## src/hdl/ohm_pkg.sv

```systemverilog
// ----------------------------------------------------------------------------
// ohm_pkg
// Types, widths and constants of the old-to-new reference hash map.
// ----------------------------------------------------------------------------
package ohm_pkg;

	localparam int MAX_SLOTS = 1024;
	localparam int REF_WIDTH = 64;

	localparam int SLOT_W = $clog2(MAX_SLOTS);
	localparam int CNT_W  = $clog2(MAX_SLOTS + 1);
	localparam int NEED_W = CNT_W + 2;

	localparam int CMD_W     = 3;
	localparam int FIELD_W   = 64;
	localparam int STATUS_W  = 3;
	localparam int CFG_W     = 11;
	localparam int S_TDATA_W = ((CMD_W + 2 * FIELD_W + 7) / 8) * 8;
	localparam int M_TDATA_W = ((FIELD_W + STATUS_W + 7) / 8) * 8;

	localparam logic [CFG_W-1:0] SLOT_CNT_RST = 11'd1024;

	localparam int HASH_IN_W = 31;
	localparam int HASH_W    = 32;
	localparam logic [15:0] MLCG_A = 16'd48271;
	localparam logic [32:0] MLCG_M = 33'h0_7FFF_FFFF;
	localparam int MOD_BITS  = 4;
	localparam int MOD_ITERS = HASH_W / MOD_BITS;
	localparam int MOD_CNT_W = $clog2(MOD_ITERS);

	typedef enum logic [CMD_W-1:0] {
		CMD_INSERT     = 3'd0,
		CMD_LOOKUP     = 3'd1,
		CMD_ITER_FIRST = 3'd2,
		CMD_ITER_NEXT  = 3'd3,
		CMD_CLEAR      = 3'd4
	} cmd_t;

	typedef enum logic [STATUS_W-1:0] {
		ST_OK   = 3'd0,
		ST_SKIP = 3'd1,
		ST_DUP  = 3'd2,
		ST_FULL = 3'd3,
		ST_NONE = 3'd4
	} status_t;

	typedef enum logic [3:0] {
		S_SWEEP,
		S_IDLE,
		S_DECODE,
		S_HASH,
		S_PROBE_RD,
		S_PROBE_CMP,
		S_ITER_RD,
		S_ITER_CMP,
		S_DONE
	} state_t;

	typedef struct packed {
		logic                 start;
		logic [HASH_IN_W-1:0] key;
		logic [CNT_W-1:0]     n;
	} hash_req_t;

	typedef struct packed {
		logic              done;
		logic [SLOT_W-1:0] home;
	} hash_rsp_t;

endpackage

```

## src/hdl/ohm_hash.sv

```systemverilog
// ----------------------------------------------------------------------------
// ohm_hash
// Home slot unit: one MLCG step on the key, then an iterative remainder
// by the slot count, a few quotient bits per cycle.
// ----------------------------------------------------------------------------
module ohm_hash (
	input  logic               clk,
	input  logic               arst_n,
	input  ohm_pkg::hash_req_t req,
	output ohm_pkg::hash_rsp_t rsp
);

	localparam int CW = ohm_pkg::CNT_W;
	localparam int HW = ohm_pkg::HASH_W;
	localparam int MB = ohm_pkg::MOD_BITS;
	localparam int MCW = ohm_pkg::MOD_CNT_W;

	logic [30:0]      lo_d;
	logic [31:0]      hi_d;
	logic [30:0]      lo_s1;
	logic [31:0]      hi_s1;
	logic             vld_s1;
	logic [CW-1:0]    n_s1;
	logic [32:0]      sum;
	logic [32:0]      red;
	logic [HW-1:0]    div_q;
	logic [CW-1:0]    rem_q;
	logic [CW-1:0]    n_q;
	logic [MCW-1:0]   cnt_q;
	logic             busy_q;
	logic             done_q;
	logic [HW-1:0]    div_nx;
	logic [CW-1:0]    rem_nx;
	logic [CW:0]      trial;

	assign lo_d = 31'(ohm_pkg::MLCG_A) * 31'(req.key[14:0]);
	assign hi_d = 32'(ohm_pkg::MLCG_A) * 32'(req.key[30:15]);

	assign sum = 33'(lo_s1) + 33'({hi_s1[15:0], 15'd0}) + 33'(hi_s1[31:16]);
	assign red = (sum > ohm_pkg::MLCG_M) ? sum - ohm_pkg::MLCG_M : sum;

	always_comb begin
		div_nx = div_q;
		rem_nx = rem_q;
		for (int b = 0; b < MB; b++) begin
			trial = {rem_nx, div_nx[HW-1]};
			div_nx = {div_nx[HW-2:0], 1'b0};
			if (trial >= {1'b0, n_q}) begin
				trial = trial - {1'b0, n_q};
			end
			rem_nx = trial[CW-1:0];
		end
	end

	always_ff @(posedge clk or negedge arst_n) begin
		if (!arst_n) begin
			vld_s1 <= 1'b0;
			busy_q <= 1'b0;
			done_q <= 1'b0;
			cnt_q  <= '0;
		end else begin
			vld_s1 <= req.start;
			done_q <= 1'b0;
			if (vld_s1) begin
				busy_q <= 1'b1;
				cnt_q  <= '0;
			end else if (busy_q) begin
				cnt_q <= cnt_q + MCW'(1);
				if (cnt_q == MCW'(ohm_pkg::MOD_ITERS - 1)) begin
					busy_q <= 1'b0;
					done_q <= 1'b1;
				end
			end
		end
	end

	always_ff @(posedge clk) begin
		if (req.start) begin
			lo_s1 <= lo_d;
			hi_s1 <= hi_d;
			n_s1  <= req.n;
		end
		if (vld_s1) begin
			div_q <= red[HW-1:0];
			rem_q <= '0;
			n_q   <= n_s1;
		end else if (busy_q) begin
			div_q <= div_nx;
			rem_q <= rem_nx;
		end
	end

	assign rsp.done = done_q;
	assign rsp.home = rem_q[ohm_pkg::SLOT_W-1:0];

endmodule

```

## config.mk

```make
export PLATFORM = sky130hd
export DESIGN_NAME = ohm_hash
export DESIGN_NICKNAME = d
export VERILOG_FILES = /design/src/hdl/ohm_pkg.sv /design/src/hdl/ohm_hash.sv
export SDC_FILE = /design/constraint.sdc
export NUM_CORES = 1
export LEC_CHECK = 0
export ABC_AREA = 1
export BUFFER_PORTS_ARGS = -buffer_cell sky130_fd_sc_hd__buf_2
export CAP_MARGIN = 10
export CORE_UTILIZATION = 35
export DETAILED_ROUTE_END_ITERATION = 10
export GPL_ROUTABILITY_DRIVEN = 0
export HOLD_SLACK_MARGIN = 0.08
export PLACE_DENSITY = 0.49
export RECOVER_POWER = 100
export SETUP_SLACK_MARGIN = 0.2
export SYNTH_ARGS = -nofsm -noshare
export SYNTH_HDL_FRONTEND = slang
export SYNTH_SLANG_ARGS = --single-unit
export TNS_END_PERCENT = 20
```

## constraint.sdc

```tcl
create_clock -name clk -period 19.15 [get_ports clk]
set_input_delay 3.83 -clock clk [delete_from_list [all_inputs] [get_ports clk]]
set_output_delay 3.83 -clock clk [all_outputs]
set_load 0.05 [all_outputs]
```

After elaboration in Yosys (flattened, before gate mapping) --
Index checks and enable logic that the tools add are counted.
Operators by class: muxes and demuxes 15, add/subtract/negate cells 8, equality and inequality tests 1, $lt $le $gt $ge 5, $mul 2, reductions and logical operators 1
Operators with widths (number):
- two-way mux 32 bit | 3
- greater-or-equal comparator 12 x 11 -> 1 bit | 4
- two-way mux 11 bit | 4
- subtractor 11 bit | 4
- adder 32 x 16 -> 33 bit | 1
- greater-than comparator 33 x 31 -> 1 bit, second input constant | 1
- adder 31 x 31 -> 32 bit | 1
- multiplier 16 x 16 -> 32 bit, first input constant | 1
- subtractor 32 x 31 -> 32 bit, second input constant | 1
- multiplier 16 x 15 -> 31 bit, first input constant | 1
- two-way mux 1 bit | 6
- two-way mux 3 bit | 2
- adder 3 x 1 -> 3 bit, second input constant | 1
- equality test 3 bit, second input constant | 1
- nonzero test 2 bit | 1
Storage, ports and cells: word-level logic and storage cells 42, output and inout bits 11, bits in registers 134, bits of input ports 45

Logic depth before layout (Yosys ltp) --
depth in word-level cells 8, mapped depth 50, depth with buffers taken out 46

Worst setup path after synthesis --
No wires, ideal clock.
kind input port to flip-flop, start point in req[23] (netlist bit), end point reg lo_s1[29], data pin, library setup time 0.266 ns, arrival 8.560 ns, required time 18.884 ns, stages 19, path slack 10.325 ns, path buffers 0, path through fa_1 inv_1 fa_1 fa_1 inv_1 fa_1 fa_1 inv_1 fa_1 inv_1 ha_1 a21oi_1 o21a_1 o21ai_0 a21oi_1 nor2_1 nor2_1 o221ai_1 xor2_1
Between the ends: word-level cells in the longest chain between the ends 1
RTL lines:
- from (decl) | line ohm_hash.sv:9 | input ohm_pkg::hash_req_t req,
- multiplier 16 x 15 -> 31 bit | line ohm_hash.sv:36 | assign lo_d = 31'(ohm_pkg::MLCG_A) * 31'(req.key[14:0]);
- named net lo_d[29] | line ohm_hash.sv:18 | logic [30:0] lo_d;
- to (signal assigned) | line ohm_hash.sv:79 | lo_s1 <= lo_d;
- to (decl) | line ohm_hash.sv:20 | logic [30:0] lo_s1;
The timed path passes the listed nets, and every way through them passes these cells. A chain may end at the register's enable or synchronous reset.

Worst setup path after layout --
start point reg n_q[0], end point reg rem_q[0]
Between the ends: word-level cells in the longest chain between the ends 8, elaborated cells between the ends (all ways) 12, those cells by class 4 x add/sub; 4 x order compare; 4 x mux
RTL lines:
- from (decl) | line ohm_hash.sv:28 | logic [CW-1:0] n_q;
- from (signal assigned) | line ohm_hash.sv:86 | n_q <= n_s1;
- subtractor 11 bit / greater-or-equal comparator 12 x 11 -> 1 bit (equally long branches) | line ohm_hash.sv:49, ohm_hash.sv:48
- two-way mux 11 bit | line ohm_hash.sv:48 | if (trial >= {1'b0, n_q}) begin
- subtractor 11 bit / greater-or-equal comparator 12 x 11 -> 1 bit (equally long branches) | line ohm_hash.sv:49, ohm_hash.sv:48
- two-way mux 11 bit | line ohm_hash.sv:48
- subtractor 11 bit / greater-or-equal comparator 12 x 11 -> 1 bit (equally long branches) | line ohm_hash.sv:49, ohm_hash.sv:48
- two-way mux 11 bit | line ohm_hash.sv:48
- greater-or-equal comparator 12 x 11 -> 1 bit | line ohm_hash.sv:48
- two-way mux 11 bit * | line ohm_hash.sv:48
- to (signal assigned) | line ohm_hash.sv:89 | rem_q <= rem_nx;
- to (decl) | line ohm_hash.sv:27 | logic [CW-1:0] rem_q;
Mark *: on every way between the ends. The rest lies on a longest branch, timed or not.

==> out/results.txt <==
STA classifies the critical path endpoint as a flop. The register area share after synthesis was 0.186; the maximum fanout along the worst path was 20. The first global-routing pass estimated 87.5 mm of wire. For the pin count of the biggest net entering global routing, the log shows 65. The critical path in this run is classified as reg -> reg. Adding up every negative setup slack in the final design gives 0 ps. The count of different cell masters after synthesis was 49. The count of nets after finishing came out at 3274. Cell chosen for the clock root: sky130_fd_sc_hd__clkbuf_16.

The largest single stage delay on the critical path is 550 ps. Share of cells above drive strength 1: 0.0432. The synthesis-to-layout area growth is 7.52%, and the via count is 16800. In this run the count of I/O pins placed on the die edge is 56. The cell with the most instances on the worst path is sky130_fd_sc_hd__nand3_1. At the later pin of the worst-skew pair, clock insertion delay measures 470 ps. The tools report the post-synth net total as 3231. The final worst-path cycle share was 0.495; the synthesized area was 20900 um2. The fraction of registers with async set/reset works out to 0.0448. The mean post-synth cell area is 7.90 um2, and the fmax is 0.106 GHz. The worst setup path is launched from a flop.

The relative max-transition margin was -1.36. The flow ran to the end, but the final reports show violations. Clock skew on the completed layout was measured at 10.6 ps. TritonCTS built the clock tree. For this run, the number of Yosys warnings is 0. For this block, the routed nets add up to 53.8 mm of wire. The H-tree was split into 4 levels. The die is 247 um wide. The tools report the buffers inserted during post-CTS setup optimization as 0. The detailed router's first-iteration violation count is 817.

Port buffering added 55 buffers. Hold repair after CTS inserted 0 buffers. Data on the critical path is required at its endpoint by 19430 ps.

The number of clock buffers added by TritonCTS is 17. The die boundary height was 247 um. The slowest cell on the critical path was sky130_fd_sc_hd__o21ai_0. Count of pins over their slew limit: 176. Dividing the detail-routed via count by the number of cells gives 4.83.

The initial antenna violation count is 0, and the maximum count of clock buffers along a single path is 2. The total area inside the core boundary comes to 59000 um2. The final-report setup violation count was 0; the cell total after placement was 3448. In the final routed layout, each cell accounts on average for 15.5 um. Setup repair after global routing left no endpoint under its margin. The logs give 0.184 for the total routing usage reported by global routing and 0 for the count of endpoints failing hold in the final timing report. The total congestion overflow after global routing was 0; the number of gates resized after cts was 0.

The checks that failed: capacitance limit, slew limit. The tools report the count of mapped cells out of synthesis as 2651. The count of inserted antenna diode cells was 0; the signal arrival time at the worst endpoint was 9760 ps. The synthesized design contains 134 register bits. The run gives 14900 um2 as the total area of multi-input combinational cells. Row generation in the floorplan step produced 89 rows. The logs give 46.6 mm for the half-perimeter wire length of the detailed placement result and 5 for the number of search-and-repair iterations in the first detailed-routing pass.

The number of global-route vias before repair came out at 17100. The count of maximum capacitance violations is 4, and the final cell count without fillers is 3480. The number of filler cells placed in the layout was 6260. Among all flip-flop cells after synthesis, the most frequent one is sky130_fd_sc_hd__edfxtp_1.

The count of unresolved DRC violations after routing is 0, and the area of all sequential standard cells is 3880 um2. The clock-pin slew on the worst setup and hold paths works out to 60 ps. The slew of the pin with the lowest slew margin is 3540 ps, and the clock period minus final worst setup slack is 9480 ps.

Starting density of the core: 0.355. The die covers 60800 um2. The min-delay analysis places its worst path in the category reg -> reg. The clock drives 134 sinks. Yosys mapped a number of flops with a built-in enable equal to 117.

In this run the remaining antenna-violating nets after routing total 0.
==> worst paths after layout <==
path | startpoint | to | slack [ps] | depth (start not counted)
worst min-delay path | n_s1[9]$_DFFE_PP_ | n_q[9]$_DFFE_PP_ | 420 | 0
max in group asynchronous | arst_n | vld_s1$_DFF_PN0_ | 15700 | 1
worst min register to register | n_s1[9]$_DFFE_PP_ | n_q[9]$_DFFE_PP_ | 420 | 0
worst max register to register | n_q[0]$_DFFE_PP_ | rem_q[0]$_SDFFE_PP0P_ | 9670 | 40
worst max-delay path | n_q[0]$_DFFE_PP_ | rem_q[0]$_SDFFE_PP0P_ | 9670 | 40
min in group asynchronous | arst_n | cnt_q[0]$_DFFE_PN0P_ | 3220 | 1
==> cells in the mapped netlist, types with 8 or more instances <==
master                       n  area share
sky130_fd_sc_hd__nand3_1   172       0.041
sky130_fd_sc_hd__nor3_1     18      0.0043
sky130_fd_sc_hd__buf_4      11      0.0039
sky130_fd_sc_hd__o21bai_1    8      0.0029
sky130_fd_sc_hd__o21ai_0    57       0.014
sky130_fd_sc_hd__edfxtp_1  117        0.17
sky130_fd_sc_hd__a21oi_1   122       0.029
sky130_fd_sc_hd__ha_1      372        0.22
sky130_fd_sc_hd__fa_1      163        0.16
sky130_fd_sc_hd__nand3_2    11      0.0053
sky130_fd_sc_hd__xnor2_1    40       0.017
sky130_fd_sc_hd__nand2_2    11      0.0033
sky130_fd_sc_hd__nor2_2     14      0.0042
sky130_fd_sc_hd__xor2_1     72       0.030
sky130_fd_sc_hd__nand2_1   660        0.12
sky130_fd_sc_hd__dfxtp_1    11       0.011
sky130_fd_sc_hd__nor2_1    139       0.025
sky130_fd_sc_hd__inv_2       9      0.0016
sky130_fd_sc_hd__inv_1     498       0.089
sky130_fd_sc_hd__nand4_1    46       0.014
sky130_fd_sc_hd__clkbuf_1    9      0.0016
==> metrics by stage <==
step	setup slack [ps]	utilization	cell area, um2	hold WS (ps)
finish	9670	0.381	22500	417
global route	8670	0.381	22500	429
CTS	10090	0.382	22600	422
detailed placement	9810	0.372	22000	408
global placement	9860	0.372	22000	402
floorplan	10320	-	20900	400
==> metal layers <==
layer	global-route usage	up-vias	part of all wire
met5	0	-	0
met4	0.0423	0	0.011
met3	0.0209	38	0.027
met2	0.313	226	0.48
met1	0.247	7916	0.49
li1	-	8623	-
==> sequential cells by signal, summed over array words and instances (netlist names) <==
| signal | cells |
|---|---|
| vld_s1 | 1 |
| busy_q | 1 |
| cnt_q | 3 |
| done_q | 1 |
| n_s1 | 11 |
| hi_s1 | 32 |
| rem_q | 11 |
| n_q | 11 |
| lo_s1 | 31 |
| div_q | 32 |
==> kinds of logic after synthesis <==
family | Yosys count | share of synthesized area
flip-flops | 134 | 0.186
buffers and inverters | 544 | 0.102
adder cells (fa/ha/maj) | 535 | 0.378
AO/OA/AOI/OAI | 227 | 0.0598
AND/OR/NAND/NOR | 1098 | 0.226
XOR/XNOR | 113 | 0.0476
==> final cells by class <==
| class | count | area share |
|---|---|---|
| repair buffers | 60 | 0.0119 |
| inverters | 508 | 0.0847 |
| clock buffers | 21 | 0.0205 |
| multi-input cells | 1973 | 0.662 |
| flip-flops and latches | 134 | 0.173 |
| clock inverters | 11 | 0.00556 |
| well taps | 773 | 0.0430 |
==> cell usage in the layout (no fill, tap or decap), types with 8 or more instances in the layout <==
| cell type | count |
|---|---|
| sky130_fd_sc_hd__nand3_2 | 10 |
| sky130_fd_sc_hd__clkbuf_1 | 28 |
| sky130_fd_sc_hd__edfxtp_1 | 117 |
| sky130_fd_sc_hd__buf_2 | 34 |
| sky130_fd_sc_hd__clkbuf_16 | 17 |
| sky130_fd_sc_hd__nand2_2 | 10 |
| sky130_fd_sc_hd__inv_1 | 499 |
| sky130_fd_sc_hd__fa_1 | 163 |
| sky130_fd_sc_hd__o21ai_0 | 57 |
| sky130_fd_sc_hd__nor2_2 | 13 |
| sky130_fd_sc_hd__nor3_1 | 18 |
| sky130_fd_sc_hd__ha_1 | 372 |
| sky130_fd_sc_hd__nor2_1 | 140 |
| sky130_fd_sc_hd__nand3_1 | 173 |
| sky130_fd_sc_hd__a21oi_1 | 122 |
| sky130_fd_sc_hd__nand4_1 | 46 |
| sky130_fd_sc_hd__dfxtp_1 | 11 |
| sky130_fd_sc_hd__nand2_1 | 661 |
| sky130_fd_sc_hd__xor2_1 | 72 |
| sky130_fd_sc_hd__o21bai_1 | 8 |
| sky130_fd_sc_hd__inv_2 | 8 |
| sky130_fd_sc_hd__xnor2_1 | 40 |
==> critical path: cells and delay by family, from the launching register on <==
kind            cells  cell delay (ps)
compound gates     14             3480
fa+ha+maj           5             1750
buf+inv             5              640
flops               1              500
simple gates       16             2910
Power is left out: the tool's default activity adds up to more than one toggle a clock period on the data nets, which glitch-free logic cannot reach.
